<file path="src/design/assert_macros.svh">
// Assertion macros shared by the trie sequence unit; empty when SYNTHESIS is defined.
`ifndef ASSERT_MACROS_SVH
`define ASSERT_MACROS_SVH

`ifndef SYNTHESIS

// The condition holds at every clock edge out of reset.
`define ASSERT_ALWAYS(label, clk, rst_n, cond) \
    label: assert property (@(posedge clk) disable iff (!rst_n) (cond)) \
        else $error("assertion failed");

// The consequent holds in the same cycle as the antecedent.
`define ASSERT_IMPLIES(label, clk, rst_n, ante, cons) \
    label: assert property (@(posedge clk) disable iff (!rst_n) (ante) |-> (cons)) \
        else $error("assertion failed");

// The consequent holds in the cycle after the antecedent.
`define ASSERT_NEXT(label, clk, rst_n, ante, cons) \
    label: assert property (@(posedge clk) disable iff (!rst_n) (ante) |=> (cons)) \
        else $error("assertion failed");

`else

`define ASSERT_ALWAYS(label, clk, rst_n, cond)
`define ASSERT_IMPLIES(label, clk, rst_n, ante, cons)
`define ASSERT_NEXT(label, clk, rst_n, ante, cons)

`endif

`endif

</file>
<file path="src/design/tsil_pkg.sv">
// Types and codes shared by the trie sequence insert and lookup unit.
package tsil_pkg;

    // Action codes of an input item.
    localparam logic ACT_INSERT = 1'b0;
    localparam logic ACT_LOOKUP = 1'b1;

    // Status codes of a result item.
    localparam logic STATUS_OK   = 1'b0;
    localparam logic STATUS_FULL = 1'b1;

    // One input item: one symbol of a sequence.
    typedef struct packed {
        logic       action;
        logic [3:0] symbol;
        logic       last;
    } request_t;

    // One result item, given on the last symbol of a sequence.
    typedef struct packed {
        logic found;
        logic status;
    } response_t;

    // Commands from the controller to the datapath.
    typedef struct packed {
        logic clear_write;
        logic accept;
        logic evaluate;
    } ctrl_cmd_t;

    // Status from the datapath to the controller.
    typedef struct packed {
        logic clear_last;
    } ctrl_status_t;

endpackage

</file>
<file path="src/design/tsil_ctrl.sv">
// Controller state machine: clearing pass, idle and evaluate states.
`include "assert_macros.svh"

module tsil_ctrl (
    input  logic                  clk,
    input  logic                  rst_n,
    input  logic                  start,
    output logic                  busy,
    input  tsil_pkg::ctrl_status_t status,
    output tsil_pkg::ctrl_cmd_t    cmd
);

    typedef enum logic [2:0] {
        ST_CLEAR = 3'b001,
        ST_IDLE  = 3'b010,
        ST_EVAL  = 3'b100
    } state_t;

    state_t state_reg;
    state_t state_next;

    // Next state: clear the table once, then alternate accept and evaluate.
    always_comb
    begin
        state_next = state_reg;
        unique case (state_reg)
            ST_CLEAR:
            begin
                if (status.clear_last)
                begin
                    state_next = ST_IDLE;
                end
            end
            ST_IDLE:
            begin
                if (start)
                begin
                    state_next = ST_EVAL;
                end
            end
            ST_EVAL:
            begin
                state_next = ST_IDLE;
            end
            default:
            begin
                state_next = ST_CLEAR;
            end
        endcase
    end

    always_ff @(posedge clk or negedge rst_n)
    begin
        if (!rst_n)
        begin
            state_reg <= ST_CLEAR;
        end
        else
        begin
            state_reg <= state_next;
        end
    end

    // Commands and the handshake output.
    assign busy            = (state_reg != ST_IDLE);
    assign cmd.clear_write = (state_reg == ST_CLEAR);
    assign cmd.accept      = (state_reg == ST_IDLE) && start;
    assign cmd.evaluate    = (state_reg == ST_EVAL);

    `ASSERT_NEXT(a_eval_follows_accept, clk, rst_n, cmd.accept, cmd.evaluate)
    `ASSERT_IMPLIES(a_no_accept_in_clear, clk, rst_n, cmd.clear_write, !cmd.accept && busy)
    `ASSERT_NEXT(a_clear_ends_idle, clk, rst_n, cmd.clear_write && status.clear_last, !busy)

endmodule

</file>
<file path="config.mk">
export PLATFORM = sky130hd
export DESIGN_NAME = tsil_ctrl
export DESIGN_NICKNAME = d
export VERILOG_FILES = /design/src/design/tsil_pkg.sv /design/src/design/tsil_ctrl.sv
export VERILOG_INCLUDE_DIRS = /design/src /design/src/design
export SDC_FILE = /design/constraint.sdc
export NUM_CORES = 1
export LEC_CHECK = 0
export ABC_AREA = 1
export ABC_CLOCK_PERIOD_IN_PS = 1000
export BUFFER_PORTS_ARGS = -buffer_cell sky130_fd_sc_hd__buf_2
export CELL_PAD_IN_SITES_DETAIL_PLACEMENT = 0
export CELL_PAD_IN_SITES_GLOBAL_PLACEMENT = 1
export CORE_AREA = 5 5 42 44
export CTS_CLUSTER_DIAMETER = 40
export CTS_CLUSTER_SIZE = 30
export DETAILED_ROUTE_END_ITERATION = 16
export DIE_AREA = 0 0 47 49
export PLACE_DENSITY = 0.36
export SLEW_MARGIN = 20
export SYNTH_ARGS = -nofsm -noshare
export SYNTH_HDL_FRONTEND = slang
export SYNTH_SLANG_ARGS = --single-unit
export TNS_END_PERCENT = 30
</file>
<file path="constraint.sdc">
create_clock -name clk -period 1 [get_ports clk]
set_input_delay 0 -clock clk [delete_from_list [all_inputs] [get_ports clk]]
set_output_delay 0 -clock clk [all_outputs]
set_load 0.03 [all_outputs]
</file>
==> key figures, run 1 <==
Outcome
  • Status: finished with violations
  • Failing checks: negative setup slack

Cells and area
  • Max reg flops: 3
  • Filler Cell Count: 174
  • Multi-input logic area: 90.1 um^2
  • Synthesis-to-finish area growth: 94.7%
  • Ratio of cells with drive above 1 in the final layout: 50.0%
  • Storage element area: 76.3 um^2
  • Final Cell Area: 319 um^2
  • ANT cells: 0
  • Fin nets: 43

Clock tree
  • CTS tree: built
  • Clock Sinks: 3
  • Clock buffer count from CTS: 3
  • Root Driver: clkbuf_4
  • Clk_lat worst skew: 0.23 ns
  • Clock slew at reported path FFs: 0.04 ns
  • Longest Clk Path Bufs: 2
  • Clock H-tree levels: 1

Synthesis
  • Netlist cell types: 10
  • #FFs+latches synth: 3
  • Synth warnings: 0
  • XOR/XNOR Fraction of Synth Area: 0%
  • Adder-cell area share of the yosys netlist: 0%
  • Synthesized area: 164 um^2
  • Compound-Gate Fraction of Synth Area: 6.11%
  • Register area share after synthesis: 46.6%
  • Simple-gate share of the synthesized area: 33.6%
  • Syn Area/Cell: 6.83 um^2
  • Net count after synthesis: 28
  • Gate Count Post-Synth: 24
  • Mux cell area share after synthesis: 0%
  • Main combinational cell family by area after synthesis: simple AND/OR/NAND/NOR gates

Floorplan
  • I/O pin count: 8
  • Die Y: 49 um
  • Starting Density: 11.7%
  • Die ar.: 0.00230 mm^2
  • Horiz. Die Dim: 47 um
  • Std cell rows: 14
  • Core ar.: 0.00140 mm^2

Worst setup path
  • Crit path arrival time: 1.10 ns
  • Worst path slowest cell: dfstp_2
  • Reg2reg setup slack: 0.02 ns
  • Reg-to-Reg Start: state_reg[0]$_DFFE_PN1P_
  • Setup crit end: cmd[1]
  • Worst R2R Path Depth: 5
  • CP Depth: 4
  • WS Path Type: flop to output pin
  • Reg2reg end: state_reg[0]$_DFFE_PN1P_
  • Worst setup EP type: output pin
  • Critical path's top delay family: flip-flops
  • Crit start category: flop
  • Crit-path max cell delay: 0.57 ns
  • CP max FO: 5
  • Crit path from: state_reg[0]$_DFFE_PN1P_
  • Crit path buf inv count: 2
  • Worst EP required: 1.00 ns
  • Crit-path cells: inv_2 > nand2_4 > nor2_4 > buf_6

Drt
  • Initial DRC count: 3
  • Vias/cell: 3.57
  • Post-DRT Antenna Nets: 0
  • Vias: 193
  • DRC Markers: 0
  • WL final: 415 um
  • DRT Pass-1 Iters: 4
  • Wire per inst: 7.69 um

Place
  • Post-DP HPWL: 336 um
  • RD Place Congestion: 0.717
  • Placed instance area: 229 um^2
  • Port Buf Inserts: 7

STA
  • Endpoints failing setup: 4
  • Tcrit/Tclk final: 110%
  • Minimum clock period: 1.10 ns
  • Slew Limit Headroom: 89.8%
  • Worst Skew: 0.000456 ns
  • Fmax: 0.907 GHz
  • Slew @ Worst Pin: 0.151 ns
  • Worst setup margin: -0.103 ns
  • RSZ-0062 raised after global routing: yes
  • Slew Limit Fails: 0
  • Final Hold Violating Endpoints: 0

Global route
  • Vias in the first global route: 210
  • Total GRT Usage: 4.58%
  • Largest net degree at the start of global routing: 6
  • Grt total ovfl: 0
  • Initial antenna violation count: 0
  • First-pass GRT wire length: 731 um

Pwr
  • Leakage power: 0.000168 uW
  • Maximum vdd drop: 0.000913 V
  • Total power: 1020 uW
  • PD cells: 3200 mW/mm^2

Run
  • Max Cap Viol: 0

Min path
  • Hold Crit Depth: 3
  • Worst min path class: input port to flop
==> layer usage <==
| layer | global-route usage (%) | up-vias | routed length [um] |
|---|---|---|---|
| li1 | - | 99 | - |
| met4 | 5.53 | 0 | 16 |
| met5 | 0 | - | 0 |
| met2 | 7.24 | 5 | 223 |
| met1 | 3.75 | 87 | 146 |
| met3 | 1.48 | 2 | 28 |
==> report_power, final <==
group          switching [uW]  internal, uW  leakage [uW]
sequential               56.9           189     0.0000366
combinational             336           227      0.000117
clock                    61.3           149     0.0000150
==> cell type report <==
type                    count  share of cell area, %
repair buffers             10                   26.3
multi-input cells          15                   28.2
inverters                   6                   7.06
flip-flops and latches      3                   23.9
clock buffers               4                   8.24
well taps                  16                   6.27
==> repair_timing <==
item | in CTS | in global routing
setup buffers | 1 | 0
pin swaps | 1 | 1
gates resized for setup | 10 | 3
endpoints found under the setup margin | 4 | 7
endpoints found under the hold margin | 4 | 0
hold buffers | 2 | 0
==> worst register-to-register path, cell delays in order (launching register included) <==
cell and delay, ns:
dfstp_2 0.57, inv_2 0.06, nand2_4 0.08, buf_4 0.11
nand2_1 0.05, nand2_1 0.05
==> worst min path at each step <==
stage,to,from,slack (ns)
finish,state_reg[2]$_DFFE_PN0P_,start,0.06
global route,state_reg[2]$_DFFE_PN0P_,start,0.09
CTS,state_reg[2]$_DFFE_PN0P_,start,0.06
detailed placement,state_reg[2]$_DFFE_PN0P_,rst_n,-0.20
global placement,state_reg[2]$_DFFE_PN0P_,rst_n,-0.20
floorplan,state_reg[1]$_DFFE_PN0P_,rst_n,-0.30
==> cells in the mapped netlist <==
cell / n / area [um^2]
inv_1: 6 / 22.5
nand2_1: 6 / 22.5
nor2_1: 3 / 11.3
dfrtp_1: 2 / 50.1
nand3_1: 2 / 10.0
a21oi_1: 1 / 5.00
dfstp_2: 1 / 26.3
nor2_2: 1 / 6.26
nor3_1: 1 / 5.00
o21ai_0: 1 / 5.00
==> kinds of logic after synthesis <==
| family | count (synthesis) |
|---|---|
| compound gates | 2 |
| buf+inv | 6 |
| flops | 3 |
| simple gates | 13 |
==> per-stage QoR <==
step / setup WS [ns] / hold WS, ns / util (%) / std cells / TNS, ns
6_report: -0.103 / 0.0600 / 22.8 / 54 / -0.272
5_1_grt: -0.153 / 0.0878 / 22.8 / 54 / -0.605
4_1_cts: -0.121 / 0.0647 / 22.4 / 54 / -0.348
3_5_place_dp: 0.0266 / -0.200 / 16.3 / 47 / 0
3_3_place_gp: 0.00497 / -0.203 / 16.3 / 47 / 0
2_1_floorplan: -0.0688 / -0.296 / - / 24 / -0.0688
==> layout by cell type (no fill, tap or decap) <==
cell,instances
a21oi_1,1
buf_2,3
buf_4,2
buf_6,3
clkbuf_1,1
clkbuf_4,3
dfrtp_1,2
dfstp_2,1
dlygate4sd3_1,2
inv_1,3
inv_2,3
nand2_1,5
nand2_4,1
nand3_1,1
nand3_2,1
nor2_1,2
nor2_4,2
nor3_1,1
o21ai_0,1
Power figures use the tool's default switching activity.
==> inputs of run 2 (changes only) <==
--- a/config.mk
+++ b/config.mk
@@ -12,11 +12,13 @@
 export CELL_PAD_IN_SITES_DETAIL_PLACEMENT = 0
 export CELL_PAD_IN_SITES_GLOBAL_PLACEMENT = 1
 export CORE_AREA = 5 5 42 44
+export CTS_BUF_LIST = sky130_fd_sc_hd__clkbuf_8
 export CTS_CLUSTER_DIAMETER = 40
 export CTS_CLUSTER_SIZE = 30
 export DETAILED_ROUTE_END_ITERATION = 16
 export DIE_AREA = 0 0 47 49
 export PLACE_DENSITY = 0.36
+export REMOVE_ABC_BUFFERS = 1
 export SLEW_MARGIN = 20
 export SYNTH_ARGS = -nofsm -noshare
 export SYNTH_HDL_FRONTEND = slang
==> key figures, run 2 (same netlist as run 1, synthesis figures left out) <==
Outcome
  • Status: finished with violations
  • Failing checks: negative setup slack

Worst setup path
  • Crit path buf inv count: 1 (-1)
  • CP max FO: 3 (-2)
  • Worst setup EP type: output pin
  • Worst path slowest cell: dfrtp_1
  • Crit-path max cell delay: 0.40 ns (-0.17 ns)
  • Crit start category: flop
  • Worst EP required: 1.00 ns (about the same)
  • Crit path arrival time: 1.08 ns (-0.02 ns)
  • WS Path Type: flop to output pin
  • Crit-path cells: nor2_4 > nand2_2 > nor2_2 > buf_6
  • Critical path's top delay family: flip-flops
  • Reg-to-Reg Start: state_reg[0]$_DFFE_PN1P_
  • Reg2reg setup slack: -0.04 ns (-0.06 ns)
  • Reg2reg end: state_reg[1]$_DFFE_PN0P_
  • Worst R2R Path Depth: 5 (unchanged)

STA
  • Slew @ Worst Pin: 0.136 ns (-0.0157 ns)
  • Fin Hold WS: 0.000316 ns (-0.0597 ns)
  • Worst Skew: 0.000462 ns (+0.00000608 ns)
  • Slew Limit Headroom: 90.9% (+1.0 points)
  • Minimum clock period: 1.08 ns (-0.0272 ns)
  • Worst setup margin: -0.0754 ns (+0.0272 ns)
  • Endpoints failing setup: 6 (+2)
  • Fmax: 0.930 GHz (+2.5%)
  • Tcrit/Tclk final: 108% (-2.7 points)
  • RSZ-0062 raised after global routing: yes
  • Slew Limit Fails: 0 (unchanged)
  • Final Hold Violating Endpoints: 0 (unchanged)

Global route
  • Total GRT Usage: 5.01% (+0.43 points)
  • Vias in the first global route: 230 (+9.5%)
  • First-pass GRT wire length: 800 um (+9.4%)
  • Initial antenna violation count: 0 (unchanged)
  • Largest net degree at the start of global routing: 5 (-1)
  • Grt total ovfl: 0 (unchanged)

Clock tree
  • Clk_lat worst skew: 0.21 ns (-0.02 ns)
  • Longest Clk Path Bufs: 2 (unchanged)
  • CTS tree: built
  • Clock buffer count from CTS: 3 (unchanged)
  • Clock Sinks: 3 (unchanged)
  • Clock H-tree levels: 1 (unchanged)
  • Clock slew at reported path FFs: 0.03 ns (about the same)
  • Root Driver: clkbuf_8

Cells and area
  • Ratio of cells with drive above 1 in the final layout: 56.1% (+6.1 points)
  • Commonest non-fill, non-tap cells in the layout: 7 x buf_4, 5 x nand2_1, 4 x inv_1
  • Synthesis-to-finish area growth: 110%
  • Max reg flops: 3 (unchanged)
  • Most common cell after layout, fill and taps aside: buf_4
  • Fin nets: 46 (+7.0%)
  • Filler Cell Count: 162 (-6.9%)
  • ANT cells: 0 (unchanged)
  • Finished Layout Cells: 57 (+5.6%)

Floorplan
  • Std cell rows: 14 (unchanged)
  • I/O pin count: 8 (unchanged)
  • Die Y: 49 um (unchanged)
  • Starting Density: 11.7% (unchanged)
  • Core ar.: 0.00140 mm^2 (unchanged)
  • Die ar.: 0.00230 mm^2 (unchanged)
  • Horiz. Die Dim: 47 um (unchanged)

Drt
  • Vias: 202 (+4.7%)
  • WL final: 453 um (+9.2%)
  • DRT Pass-1 Iters: 1 (-3)
  • Initial DRC count: 0 (-3)
  • Vias/cell: 3.54 (-0.85%)
  • Wire per inst: 7.95 um (+3.4%)
  • Post-DRT Antenna Nets: 0 (unchanged)
  • DRC Markers: 0 (unchanged)

Pwr
  • PD cells: 3520 mW/mm^2 (+10%)
  • Total power: 1210 uW (+19%)
  • Maximum vdd drop: 0.00100 V (+9.6%)
  • Flop pwr share: 19.6% (-4.5 points)
  • Switching pwr: 466 uW (+2.5%)
  • Net Sw Frac: 38.5% (-6.1 points)
  • Int Pwr: 745 uW (+32%)
  • Comb power frac: 52.5% (-2.7 points)
  • Leakage power: 0.000185 uW (+9.8%)
  • Share of power burned in the clock network: 27.9% (+7.2 points)

Place
  • Port Buf Inserts: 7 (unchanged)
  • DP Cell Count: 47 (unchanged)
  • RD Place Congestion: 0.631 (-12%)
  • Post-DP HPWL: 330 um (-1.5%)
  • Setup slack after placement: 0.0332 ns (+0.00658 ns)

Min path
  • Worst Hold Launch: status
  • Worst min path class: input port to flop
  • Hold Crit Depth: 4 (+1)
  • Worst Hold End: state_reg[0]$_DFFE_PN1P_

Run
  • Max Cap Viol: 0 (unchanged)
## run 2: worst max-delay path by stage
stage | end | depth (start not counted) | start | slack (ns)
6_report | cmd[1] | 4 | state_reg[2]$_DFFE_PN0P_ | -0.08
5_1_grt | cmd[1] | 4 | state_reg[2]$_DFFE_PN0P_ | -0.13
4_1_cts | cmd[0] | 3 | state_reg[1]$_DFFE_PN0P_ | -0.08
3_5_place_dp | state_reg[1]$_DFFE_PN0P_ | 3 | state_reg[0]$_DFFE_PN1P_ | 0.03
3_3_place_gp | state_reg[1]$_DFFE_PN0P_ | 3 | state_reg[0]$_DFFE_PN1P_ | 0.009
2_1_floorplan | cmd[1] | 3 | state_reg[2]$_DFFE_PN0P_ | -0.21
## run 2: metrics by stage
| step | util (%) | cell area (um^2) | setup TNS, ns |
|---|---|---|---|
| floorplan | - | 164 | -0.366 |
| global placement | 15.6 | 219 | 0 |
| detailed placement | 15.6 | 219 | 0 |
| CTS | 23.8 | 333 | -0.333 |
| global route | 24.6 | 344 | -0.710 |
| finish | 24.6 | 344 | -0.303 |
## run 2: worst min-delay path, stage by stage
cell and delay (ns):
buf_2 0.07, nor2_1 0.04, inv_1 0.04, nand2_1 0.04
## run 2: layer usage
metal / wire length, um / global-route usage [%] / part of all wire, % / vias up
met5: 0 / 0 / 0 / -
met4: 16 / 5.53 / 3.5 / 0
met3: 17 / 1.11 / 3.8 / 2
met2: 256 / 8.14 / 57 / 6
met1: 163 / 4.42 / 36 / 90
li1: - / - / - / 104
## run 2: cell type report
class	instances	area, um^2	area share (%)
clock buffer	3	41.3	12.0
clock inverter	1	3.75	1.09
inverter	6	22.5	6.55
multi-input combinational	15	80.1	23.3
sequential	3	76.3	22.2
tap	16	20.0	5.82
timing repair buffer	13	100	29.1
## run 2: power by group through the flow
stage	Combinational, uW	Sequential [uW]	Clock (uW)
floorplan	301	223	0
global placement	395	236	0
detailed placement	398	236	0
CTS	626	236	348
global route	697	251	359
finish	636	237	338
## run 2: repair_timing
action / 4_1_cts / 5_1_grt
resized for setup: 9 / 4
pin swaps: 2 / 3
hold buffers: 1 / 0
hold endpoints to repair: 3 / 0
setup buffers: 5 / 0
endpoints found under the setup margin: 3 / 6
==> inputs of run 3 (changes only) <==
--- a/config.mk
+++ b/config.mk
@@ -7,7 +7,7 @@
 export NUM_CORES = 1
 export LEC_CHECK = 0
 export ABC_AREA = 1
-export ABC_CLOCK_PERIOD_IN_PS = 1000
+export ABC_CLOCK_PERIOD_IN_PS = 1400
 export BUFFER_PORTS_ARGS = -buffer_cell sky130_fd_sc_hd__buf_2
 export CELL_PAD_IN_SITES_DETAIL_PLACEMENT = 0
 export CELL_PAD_IN_SITES_GLOBAL_PLACEMENT = 1
==> constraint.sdc (replaced) <==
create_clock -name clk -period 1.4 [get_ports clk]
set_input_delay 0 -clock clk [delete_from_list [all_inputs] [get_ports clk]]
set_output_delay 0 -clock clk [all_outputs]
set_load 0.03 [all_outputs]
==> key figures, run 3 (same netlist as run 1, synthesis figures left out) <==
Outcome
  • Status: finished, final reports clean

Place
  • Post-DP HPWL: 309 um (-6.5%)
  • RD Place Congestion: 0.682 (+8.2%)
  • Placed instance area: 219 um^2 (unchanged)
  • Port Buf Inserts: 7 (unchanged)

Floorplan
  • I/O pin count: 8 (unchanged)
  • Std cell rows: 14 (unchanged)
  • Die ar.: 0.00230 mm^2 (unchanged)
  • Core ar.: 0.00140 mm^2 (unchanged)
  • Starting Density: 11.7% (unchanged)
  • Die Y: 49 um (unchanged)
  • Horiz. Die Dim: 47 um (unchanged)

Worst setup path
  • Worst R2R Path Depth: 3 (-2)
  • Setup crit end: cmd[1]
  • Crit start category: flop
  • Worst EP required: 1.40 ns (+0.40 ns)
  • Worst setup EP type: output pin
  • Reg-to-Reg Start: state_reg[0]$_DFFE_PN1P_
  • Worst path slowest cell: dfstp_2
  • Crit-path cells: inv_1 > nand2_1 > nor2_1 > buf_2
  • Reg2reg setup slack: 0.43 ns (+0.47 ns)
  • Crit path from: state_reg[0]$_DFFE_PN1P_
  • Crit path arrival time: 1.16 ns (+0.08 ns)
  • Crit-path max cell delay: 0.55 ns (+0.15 ns)
  • Reg2reg end: state_reg[1]$_DFFE_PN0P_
  • WS Path Type: flop to output pin
  • CP max FO: 5 (+2)

STA
  • Endpoints failing setup: 0 (-6)
  • RSZ-0062 raised after global routing: no
  • Final Hold Violating Endpoints: 0 (unchanged)
  • Fmax: 0.863 GHz
  • Slew Limit Headroom: 89.9% (-0.91 points)
  • Final setup TNS: 0 ns (+0.303 ns)
  • Slew Limit Fails: 0 (unchanged)
  • Slew @ Worst Pin: 0.150 ns (+0.0145 ns)
  • Fin Hold WS: 0.00571 ns (+0.00540 ns)
  • Tcrit/Tclk final: 82.7%
  • Minimum clock period: 1.16 ns
  • Worst Skew: 0.0000714 ns (-0.000391 ns)

Pwr
  • Comb power frac: 40.3% (-12 points)
  • PD cells: 2510 mW/mm^2 (-29%)
  • Switching pwr: 282 uW (-40%)
  • Int Pwr: 406 uW (-46%)
  • Share of power burned in the clock network: 35.6% (+7.7 points)
  • Maximum vdd drop: 0.000735 V (-27%)
  • Leakage power: 0.000158 uW (-14%)
  • Flop pwr share: 24.1% (+4.5 points)
  • Net Sw Frac: 41.0% (+2.5 points)

Cells and area
  • Ratio of cells with drive above 1 in the final layout: 33.3% (-23 points)
  • Filler Cell Count: 172 (+6.2%)
  • Commonest non-fill, non-tap cells in the layout: 7 x inv_1, 7 x buf_2, 6 x nand2_1
  • ANT cells: 0 (unchanged)
  • Final Cell Area: 274 um^2 (-20%)
  • Final Core Density: 19.6% (-5.0 points)
  • Fin nets: 41 (-11%)
  • Storage element area: 76.3 um^2 (unchanged)
  • Multi-input logic area: 65.1 um^2 (-19%)
  • Max reg flops: 3 (unchanged)
  • Synthesis-to-finish area growth: 67.2%

Drt
  • WL final: 381 um (-16%)
  • Vias/cell: 3.54 (-0.15%)
  • Post-DRT Antenna Nets: 0 (unchanged)
  • Wire per inst: 7.33 um (-7.8%)
  • Initial DRC count: 1 (+1)
  • Vias: 184 (-8.9%)
  • DRT Pass-1 Iters: 2 (+1)
  • DRC Markers: 0 (unchanged)

Run
  • Max Cap Viol: 0 (unchanged)

Clock tree
  • Clk_lat worst skew: 0.22 ns (about the same)
  • Clock H-tree levels: 1 (unchanged)
  • CTS tree: built
  • Root Driver: clkbuf_8
  • Post-CTS resize count: 0 (-9)
  • Longest Clk Path Bufs: 2 (unchanged)
  • Clock slew at reported path FFs: 0.03 ns (about the same)
  • Clock buffer count from CTS: 3 (unchanged)
  • Clock Sinks: 3 (unchanged)

Global route
  • Vias in the first global route: 196 (-15%)
  • First-pass GRT wire length: 683 um (-15%)
  • Grt total ovfl: 0 (unchanged)
  • Total GRT Usage: 4.51% (-0.50 points)
  • Largest net degree at the start of global routing: 6 (+1)
  • Initial antenna violation count: 0 (unchanged)

Min path
  • Worst min path class: input port to flop
  • Worst Hold Launch: status
-- run 3: worst min-delay path by stage --
stage / endpoint / depth (start not counted) / slack, ns
after floorplan: state_reg[1]$_DFFE_PN0P_ / 0 / -0.30
final: state_reg[0]$_DFFE_PN1P_ / 4 / 0.006
after global placement: state_reg[2]$_DFFE_PN0P_ / 1 / -0.20
after detailed placement: state_reg[1]$_DFFE_PN0P_ / 1 / -0.20
after global routing: state_reg[0]$_DFFE_PN1P_ / 4 / 0.02
after CTS: state_reg[0]$_DFFE_PN1P_ / 4 / 0.005
-- run 3: power groups by stage --
stage / Clock [uW] / Sequential [uW] / Combinational (uW)
after detailed placement: 0 / 168 / 282
after floorplan: 0 / 159 / 215
after global placement: 0 / 170 / 284
final: 245 / 166 / 277
after global routing: 263 / 177 / 316
after CTS: 256 / 167 / 285
-- run 3: metal layers --
metal | global-route usage [%] | vias up | part of all wire, %
li1 | - | 95 | -
met1 | 3.97 | 79 | 34
met2 | 6.11 | 7 | 47
met3 | 1.48 | 3 | 10
met4 | 6.91 | 0 | 7.9
met5 | 0 | - | 0
-- run 3: cell type report --
class | instances | area share [%]
flip-flops and latches | 3 | 27.9
multi-input cells | 15 | 23.7
repair buffers | 8 | 16.4
clock buffers | 3 | 15.1
inverters | 6 | 8.22
well taps | 16 | 7.31
clock inverters | 1 | 1.37
-- run 3: per-stage QoR --
| stage | cells | power (uW) | worst slack [ns] |
|---|---|---|---|
| 5_1_grt | 52 | 756 | 0.118 |
| 3_3_place_gp | 47 | 454 | 0.389 |
| 4_1_cts | 52 | 708 | 0.218 |
| 3_5_place_dp | 47 | 450 | 0.410 |
| 2_1_floorplan | 24 | 375 | 0.194 |
| 6_report | 52 | 687 | 0.242 |
-- run 3: worst max-delay path: cells and delay by family (launching register included) --
family	cells	cell delay [ns]
flops	1	0.55
buf+inv	2	0.22
simple gates	2	0.17
-- run 3: what timing repair did --
item	4_1_cts	5_1_grt
hold buffers	1	0
buffers inserted	0	0
hold endpoints to repair	3	0
